### config.mk
export PLATFORM = sky130hd
export DESIGN_NAME = light_level_piecewise_interp_core
export DESIGN_NICKNAME = d
export VERILOG_FILES = /design/src/rtl/core/llpi_pkg.sv /design/src/rtl/core/light_level_piecewise_interp_core.sv
export SDC_FILE = /design/constraint.sdc
export NUM_CORES = 2
export LEC_CHECK = 0
export ABC_CLOCK_PERIOD_IN_PS = 8800
export BUFFER_PORTS_ARGS = -buffer_cell sky130_fd_sc_hd__buf_4
export CELL_PAD_IN_SITES_DETAIL_PLACEMENT = 1
export CELL_PAD_IN_SITES_GLOBAL_PLACEMENT = 1
export CORE_MARGIN = 4
export CORE_UTILIZATION = 53
export DETAILED_ROUTE_END_ITERATION = 16
export GPL_TIMING_DRIVEN = 0
export PLACE_DENSITY_LB_ADDON = 0.1
export SYNTH_ARGS = -nofsm -noshare
export SYNTH_HDL_FRONTEND = slang
export SYNTH_SLANG_ARGS = --single-unit
### constraint.sdc
create_clock -name clk -period 8.8 [get_ports clk]
set_input_delay 1.32 -clock clk [delete_from_list [all_inputs] [get_ports clk]]
set_output_delay 1.32 -clock clk [all_outputs]
set_load 0.1 [all_outputs]
### src/rtl/core/llpi_pkg.sv
// ----------------------------------------------------------------------------
// llpi_pkg
// Shared constants for the light level interpolation core: field widths,
// the ten-point calibration curve and per-segment reciprocal tables.
// ----------------------------------------------------------------------------
package llpi_pkg;

  // field widths
  localparam int CODE_W = 10;
  localparam int REF_W  = 13;
  localparam int PCT_W  = 7;

  // register reset value
  localparam logic [REF_W-1:0] REF_RESET = 13'd5000;

  // calibration curve
  localparam int NUM_PTS = 10;
  localparam int NUM_SEG = NUM_PTS - 1;
  localparam int SEG_W   = 4;
  localparam int CAL_W   = 12;
  localparam int X100_W  = 14;

  localparam logic [CAL_W-1:0] CAL_MV [NUM_PTS] = '{
    12'd5, 12'd25, 12'd50, 12'd98, 12'd238,
    12'd455, 12'd833, 12'd1667, 12'd2500, 12'd3333
  };

  localparam logic [X100_W-1:0] CAL_X100 [NUM_PTS] = '{
    14'd0, 14'd1111, 14'd2222, 14'd3333, 14'd4444,
    14'd5556, 14'd6667, 14'd7778, 14'd8889, 14'd10000
  };

  // segment widths in millivolts and intensity
  localparam int OFF_W = 10;
  localparam int DI_W  = 11;

  localparam logic [OFF_W-1:0] SEG_DV [NUM_SEG] = '{
    OFF_W'(CAL_MV[1] - CAL_MV[0]), OFF_W'(CAL_MV[2] - CAL_MV[1]),
    OFF_W'(CAL_MV[3] - CAL_MV[2]), OFF_W'(CAL_MV[4] - CAL_MV[3]),
    OFF_W'(CAL_MV[5] - CAL_MV[4]), OFF_W'(CAL_MV[6] - CAL_MV[5]),
    OFF_W'(CAL_MV[7] - CAL_MV[6]), OFF_W'(CAL_MV[8] - CAL_MV[7]),
    OFF_W'(CAL_MV[9] - CAL_MV[8])
  };

  localparam logic [DI_W-1:0] SEG_DI [NUM_SEG] = '{
    DI_W'(CAL_X100[1] - CAL_X100[0]), DI_W'(CAL_X100[2] - CAL_X100[1]),
    DI_W'(CAL_X100[3] - CAL_X100[2]), DI_W'(CAL_X100[4] - CAL_X100[3]),
    DI_W'(CAL_X100[5] - CAL_X100[4]), DI_W'(CAL_X100[6] - CAL_X100[5]),
    DI_W'(CAL_X100[7] - CAL_X100[6]), DI_W'(CAL_X100[8] - CAL_X100[7]),
    DI_W'(CAL_X100[9] - CAL_X100[8])
  };

  // interpolation product and its reciprocal divide
  localparam int P2_W         = 20;
  localparam int INTERP_SHIFT = 20;
  localparam int RECIP2_W     = 16;
  localparam int INTERP_W     = 11;
  localparam int INTERP_ONE   = 1 << INTERP_SHIFT;

  localparam logic [RECIP2_W-1:0] SEG_RECIP [NUM_SEG] = '{
    RECIP2_W'(INTERP_ONE / int'(SEG_DV[0])), RECIP2_W'(INTERP_ONE / int'(SEG_DV[1])),
    RECIP2_W'(INTERP_ONE / int'(SEG_DV[2])), RECIP2_W'(INTERP_ONE / int'(SEG_DV[3])),
    RECIP2_W'(INTERP_ONE / int'(SEG_DV[4])), RECIP2_W'(INTERP_ONE / int'(SEG_DV[5])),
    RECIP2_W'(INTERP_ONE / int'(SEG_DV[6])), RECIP2_W'(INTERP_ONE / int'(SEG_DV[7])),
    RECIP2_W'(INTERP_ONE / int'(SEG_DV[8]))
  };

  // rounding to whole percent, divide by 100 as multiply and shift
  localparam int VAL_W         = 14;
  localparam int PERCENT_SCALE = 100;
  localparam int ROUND_HALF    = 50;
  localparam int PCT_SHIFT     = 19;
  localparam int PCT_RECIP_W   = 13;
  localparam int PCT_PROD_W    = VAL_W + PCT_RECIP_W;
  localparam logic [PCT_RECIP_W-1:0] PCT_RECIP =
    PCT_RECIP_W'(((1 << PCT_SHIFT) / PERCENT_SCALE) + 1);
  localparam logic [PCT_W-1:0] PCT_MAX = PCT_W'(PERCENT_SCALE);

endpackage

### src/rtl/core/light_level_piecewise_interp_core.sv
// ----------------------------------------------------------------------------
// light_level_piecewise_interp_core
// Timing: the accept sets s1_valid, the valid walks s1_valid through s8_valid, and
// done is registered from s8_valid at the same edge that registers the result.
// Throughput: one transaction per cycle; busy is never raised, and the nine
// register stages (two reciprocal-multiply dividers) never stall.
// Reset: synchronous rst clears all stage valids and done, and loads
// reference_millivolts with 5000. Results cannot be held off by the receiver.
// ----------------------------------------------------------------------------
module light_level_piecewise_interp_core
  import llpi_pkg::*;
#(
  parameter int ADC_STEPS = 1024
) (
  input  logic              clk,
  input  logic              rst,
  input  logic              start,
  output logic              busy,
  input  logic [CODE_W-1:0] adc_code,
  input  logic              cfg_we,
  input  logic [REF_W-1:0]  cfg_wdata,
  output logic              done,
  output logic [PCT_W-1:0]  intensity_percent
);

  // millivolt scaling: mv = code * ref / (ADC_STEPS - 1)
  localparam int DIVISOR  = ADC_STEPS - 1;
  localparam int DIV_W    = $clog2(ADC_STEPS);
  localparam int PROD_W   = CODE_W + REF_W;
  localparam int RECIP1_W = PROD_W + 2;
  localparam int PRODM_W  = PROD_W + RECIP1_W;
  localparam int MV_SHIFT = PROD_W + DIV_W;
  localparam logic [63:0] MV_RECIP_FULL = (64'd1 << MV_SHIFT) / 64'(DIVISOR);
  localparam logic [RECIP1_W-1:0] MV_RECIP = MV_RECIP_FULL[RECIP1_W-1:0];
  localparam int MV_MAX   = ((2 ** CODE_W - 1) * (2 ** REF_W - 1)) / DIVISOR;
  localparam int MV_RAW_W = $clog2(MV_MAX + 1);
  localparam int MV_W     = (MV_RAW_W > CAL_W) ? MV_RAW_W : CAL_W;
  localparam int QD_W     = MV_W + DIV_W;
  localparam int P2M_W    = P2_W + RECIP2_W;

  logic [REF_W-1:0] reference_millivolts;

  logic                s1_valid;
  logic [PROD_W-1:0]   s1_prod;
  logic                s2_valid;
  logic [PROD_W-1:0]   s2_prod;
  logic [MV_W-1:0]     s2_qa;
  logic                s3_valid;
  logic [MV_W-1:0]     s3_mv;
  logic                s4_valid;
  logic                s4_lo;
  logic                s4_hi;
  logic [SEG_W-1:0]    s4_seg;
  logic [OFF_W-1:0]    s4_offset;
  logic                s5_valid;
  logic                s5_lo;
  logic                s5_hi;
  logic [SEG_W-1:0]    s5_seg;
  logic [P2_W-1:0]     s5_p2;
  logic                s6_valid;
  logic                s6_lo;
  logic                s6_hi;
  logic [SEG_W-1:0]    s6_seg;
  logic [P2_W-1:0]     s6_p2;
  logic [INTERP_W-1:0] s6_qb;
  logic                s7_valid;
  logic                s7_lo;
  logic                s7_hi;
  logic [SEG_W-1:0]    s7_seg;
  logic [INTERP_W-1:0] s7_interp;
  logic                s8_valid;
  logic                s8_lo;
  logic                s8_hi;
  logic [PCT_PROD_W-1:0] s8_t;

  logic [PRODM_W-1:0]  qa_wide;
  logic [QD_W-1:0]     qa_times_d;
  logic [PROD_W-1:0]   mv_rem;
  logic [SEG_W-1:0]    seg_next;
  logic [P2M_W-1:0]    qb_wide;
  logic [P2_W-1:0]     qb_times_dv;
  logic [P2_W-1:0]     interp_rem;
  logic [VAL_W-1:0]    val_rounded;
  logic [PCT_W-1:0]    pct_next;

  // pipeline never stalls
  assign busy = 1'b0;

  // configuration register
  always_ff @(posedge clk) begin
    if (rst) begin
      reference_millivolts <= REF_RESET;
    end else if (cfg_we) begin
      reference_millivolts <= cfg_wdata;
    end
  end

  // valid chain and output strobe
  always_ff @(posedge clk) begin
    if (rst) begin
      s1_valid <= 1'b0;
      s2_valid <= 1'b0;
      s3_valid <= 1'b0;
      s4_valid <= 1'b0;
      s5_valid <= 1'b0;
      s6_valid <= 1'b0;
      s7_valid <= 1'b0;
      s8_valid <= 1'b0;
      done     <= 1'b0;
    end else begin
      s1_valid <= start && !busy;
      s2_valid <= s1_valid;
      s3_valid <= s2_valid;
      s4_valid <= s3_valid;
      s5_valid <= s4_valid;
      s6_valid <= s5_valid;
      s7_valid <= s6_valid;
      s8_valid <= s7_valid;
      done     <= s8_valid;
    end
  end

  // stage 1: code times reference
  always_ff @(posedge clk) begin
    s1_prod <= PROD_W'(adc_code) * PROD_W'(reference_millivolts);
  end

  // stage 2: approximate quotient by reciprocal, low by at most one
  assign qa_wide = PRODM_W'(s1_prod) * PRODM_W'(MV_RECIP);

  always_ff @(posedge clk) begin
    s2_prod <= s1_prod;
    s2_qa   <= MV_W'(qa_wide >> MV_SHIFT);
  end

  // stage 3: remainder check fixes the quotient
  assign qa_times_d = QD_W'(s2_qa) * QD_W'(DIVISOR);
  assign mv_rem     = s2_prod - PROD_W'(qa_times_d);

  always_ff @(posedge clk) begin
    s3_mv <= s2_qa + MV_W'(mv_rem >= PROD_W'(DIVISOR));
  end

  // stage 4: clamps, segment search and offset into segment
  always_comb begin
    seg_next = SEG_W'(NUM_SEG - 1);
    for (int i = NUM_SEG - 2; i >= 0; i--) begin
      if (s3_mv <= MV_W'(CAL_MV[i+1])) begin
        seg_next = SEG_W'(i);
      end
    end
  end

  always_ff @(posedge clk) begin
    s4_lo     <= s3_mv <= MV_W'(CAL_MV[0]);
    s4_hi     <= s3_mv >= MV_W'(CAL_MV[NUM_PTS-1]);
    s4_seg    <= seg_next;
    s4_offset <= OFF_W'(s3_mv - MV_W'(CAL_MV[seg_next]));
  end

  // stage 5: offset times intensity span
  always_ff @(posedge clk) begin
    s5_lo  <= s4_lo;
    s5_hi  <= s4_hi;
    s5_seg <= s4_seg;
    s5_p2  <= P2_W'(s4_offset) * P2_W'(SEG_DI[s4_seg]);
  end

  // stage 6: approximate divide by segment width
  assign qb_wide = P2M_W'(s5_p2) * P2M_W'(SEG_RECIP[s5_seg]);

  always_ff @(posedge clk) begin
    s6_lo  <= s5_lo;
    s6_hi  <= s5_hi;
    s6_seg <= s5_seg;
    s6_p2  <= s5_p2;
    s6_qb  <= INTERP_W'(qb_wide >> INTERP_SHIFT);
  end

  // stage 7: remainder check on the interpolation quotient
  assign qb_times_dv = P2_W'(s6_qb) * P2_W'(SEG_DV[s6_seg]);
  assign interp_rem  = s6_p2 - qb_times_dv;

  always_ff @(posedge clk) begin
    s7_lo     <= s6_lo;
    s7_hi     <= s6_hi;
    s7_seg    <= s6_seg;
    s7_interp <= s6_qb + INTERP_W'(interp_rem >= P2_W'(SEG_DV[s6_seg]));
  end

  // stage 8: add segment base, round half up, scale toward percent
  assign val_rounded = VAL_W'(CAL_X100[s7_seg]) + VAL_W'(s7_interp) + VAL_W'(ROUND_HALF);

  always_ff @(posedge clk) begin
    s8_lo <= s7_lo;
    s8_hi <= s7_hi;
    s8_t  <= PCT_PROD_W'(val_rounded) * PCT_PROD_W'(PCT_RECIP);
  end

  // stage 9: clamp and register the result
  always_comb begin
    if (s8_lo) begin
      pct_next = '0;
    end else if (s8_hi) begin
      pct_next = PCT_MAX;
    end else begin
      pct_next = PCT_W'(s8_t >> PCT_SHIFT);
    end
  end

  always_ff @(posedge clk) begin
    intensity_percent <= pct_next;
  end

`ifndef SYNTH
  // every result comes from an earlier accepted transaction
  a_done_latency: assert property (@(posedge clk) disable iff (rst)
    done |-> $past(start && !busy, 9))
    else $error("result without matching transaction");

  // result stays in the percent range
  a_pct_range: assert property (@(posedge clk) disable iff (rst)
    done |-> intensity_percent <= PCT_MAX)
    else $error("intensity out of range");

  // both clamps cannot apply at once
  a_clamp_excl: assert property (@(posedge clk) disable iff (rst)
    s4_valid |-> !(s4_lo && s4_hi))
    else $error("low and high clamp both set");

  // an interior voltage stays within its segment, upper point included
  a_offset_bound: assert property (@(posedge clk) disable iff (rst)
    (s4_valid && !s4_lo && !s4_hi) |-> s4_offset <= SEG_DV[s4_seg])
    else $error("segment offset beyond segment width");

  // interpolated step never exceeds the segment span
  a_interp_bound: assert property (@(posedge clk) disable iff (rst)
    (s7_valid && !s7_lo && !s7_hi) |-> s7_interp <= SEG_DI[s7_seg])
    else $error("interpolation beyond segment span");
`endif

endmodule

==> results.md <==
* Status: completed
* WL per Instance at 19.5 um
* Syn_nets at 4989
* Routed Antenna Nets at 0
* Boundary Pins at 36
* Initial antenna violation count at 0
* Crit path required time at 9290 ps
* First-pass GRT wire length at 152 mm
* Post-synth EDFFs at 0
* Fin nets at 5052
* Unrepaired setup endpoints after global routing: yes
* Startpoint Class: register
* Gpl congestion at 0.885
* Clock transition at path regs at 60 ps
* Port bufs at 33
* Vias in the first global route at 29100
* CTS tree: yes
* Crit end category: register
* CTS Buffer Depth at 3
* Synth unique cells at 75
* DPL Wire Length at 78.1 mm
* Post-Syn Area per Cell at 9.34 sq um
* Number of remaining DRC errors at 0
* Final core utilization at 57.2%
* Crit-path max cell delay at 520 ps
* Die Wd at 267 um
* GR Layer Usage met2 at 49.6%
* Worst Path Arrival at 8870 ps
* Final min period at 8390 ps
* Die ar. at 71100 sq um
* Fin. max-slew vios at 0
* DRT iter0 DRCs at 931
* TritonCTS Buffers at 26
* Placeable Area at 66100 sq um
* HP Class: reg -> reg
* YS warnings at 0
* Slew @ Worst Pin at 1030 ps
* Share of the synthesized area in the top cell type at 34.4%
* Setup CP Type: reg -> reg
* Ranking of synthesized cells by area: fa_1 (34%), ha_1 (20%), dfxtp_1 (12%), inv_1 (8.8%), and2_1 (3.9%)
* Initial Util at 53.7%
* Overflow after GRT at 0
* WL final at 92.4 mm
* Finish-stage setup viols at 0
* # rows at 94
* Commonest cells after routing, fill and taps aside: inv_1 (827), fa_1 (609), ha_1 (555), nand2_1 (358), and2_1 (223)
* Placed cell area at 36800 sq um
* Met3 Usage GRT at 2.64%
* H-tree level count at 1
* Fmax at 0.119 GHz
* Flops & latches, synth at 206
* Vias at 25600
* Share of cells above drive strength 1 at 3.35%
* Largest net degree at the start of global routing at 15
* First-pass DRT Iterations at 5
* Area leader, netlist: fa_1
* Drt via density at 5.40
* Fin area at 37800 sq um
* Gr usage total at 26.7%
* Slew HR at 31.0%
* # clock sinks at 206
* Clock Skew at 16.3 ps
* Crit share post-route at 95.3%
* Sequential area share after synthesis at 11.6%
* Worst-path fanout max at 5
* Max cap viols at 0
* Area Overhead vs Synth at 6.65%
* Final-report hold violation count at 0
* CP max-delay cell: fa_1
* Grt met1 use at 33.0%
* CTS root buf: clkbuf_16
* Worst reg2reg setup slack at 410 ps
* Die Span Y at 267 um
* Worst-Skew Late Latency at 580 ps
* Async set or reset register ratio after synthesis at 0%
* Global routing's busiest layer: met2
* Post-Synthesis Cells at 3798
* Most common cell after layout, fill and taps aside: inv_1
* Setup TNS at 0 ps
* Primary FF master, synth: dfxtp_1
* CTS Hold Buffers Added at 0
* Mapped Area at 35500 sq um
[sequential cells by signal (all words and copies together) (netlist names), 4 cells and up]
name and cells:
s4_seg 4, s4_offset 10, s7_interp 11, s1_prod 23, s5_p2 20, s3_mv 13
s6_seg 4, s6_p2 20, s8_t 7, s2_qa 13, s5_seg 4, intensity_percent 7
s7_seg 4, s6_qb 11, reference_millivolts 13, s2_prod 23
[final cells by class]
| type | count | area (sq um) |
|---|---|---|
| timing repair buffer | 36 | 270 |
| sequential | 206 | 4130 |
| tap | 864 | 1080 |
| buffer | 101 | 388 |
| clock inverter | 16 | 210 |
| clock buffer | 32 | 733 |
| inverter | 829 | 3110 |
| multi-input combinational | 2661 | 27900 |
| fill | 7675 | 28300 |
| antenna | 1 | 2.50 |
[worst max-delay path: cells and delay by family (launching register included)]
kind                     cells  cell delay [ps]
adder cells (fa/ha/maj)     10             3720
AO/OA/AOI/OAI                9             2110
AND/OR/NAND/NOR              7             1240
buffers and inverters        4              490
flip-flops                   1              430
XOR/XNOR                     1              170
multiplexers                 1              140
[kinds of logic after synthesis]
kind of cell	Yosys count	synth area share (%)
xor gates and xnor gates	144	3.58
and+or+nand+nor	971	13.6
adders and majority gates	1164	53.9
buffers and inverters	931	9.87
AOI/OAI and AO/OA	355	6.62
other	1	0.0106
DFF	206	11.6
muxes	26	0.744
[cells in the mapped netlist (5+ instances only)]
cell	count
a211o_1	11
a211oi_1	11
a21boi_0	6
a21o_1	33
a21oi_1	100
a31o_2	8
a31oi_1	15
and2_1	223
and3_1	21
clkbuf_1	96
dfxtp_1	206
fa_1	609
ha_1	555
inv_1	828
mux2i_1	23
nand2_1	358
nand2b_1	30
nand3_1	43
nand4_1	15
nor2_1	113
nor2b_1	78
nor3_1	40
nor3b_1	5
nor4_1	6
o211ai_1	7
o21a_1	16
o21ai_0	69
o21bai_1	14
o31ai_1	11
or2_2	10
or3_1	14
xnor2_1	109
xor2_1	34
[routing by layer]
| metal | wire length, um | up-vias |
|---|---|---|
| met5 | 0 | - |
| met4 | 2700 | 0 |
| met3 | 2990 | 145 |
| met2 | 48600 | 386 |
| met1 | 38000 | 13200 |
| li1 | - | 11900 |
[final timing paths]
check	from	to	cells after the start
setup / recovery	s7_seg[1]	s8_t[25]	32
hold / removal	s4_hi	s5_hi	0
setup reg to reg	s7_seg[1]	s8_t[25]	32
hold reg to reg	s4_hi	s5_hi	0
[per-stage QoR]
stage	hold slack (ps)	cells	setup WS [ps]
finish	325	4746	414
global route	344	4745	-34.7
CTS	326	4743	25.5
detailed placement	313	4695	114
global placement	311	4695	217
floorplan	310	3798	1320
[what timing repair did]
action | 4_1_cts | 5_1_grt
endpoints found under the setup margin | 1 | 6
pin swaps | 0 | 1
gates resized for setup | 2 | 10
setup buffers | 0 | 3
Power is not shown: default switching activity piles up to over one toggle a cycle in this logic, so the estimate is an artifact.
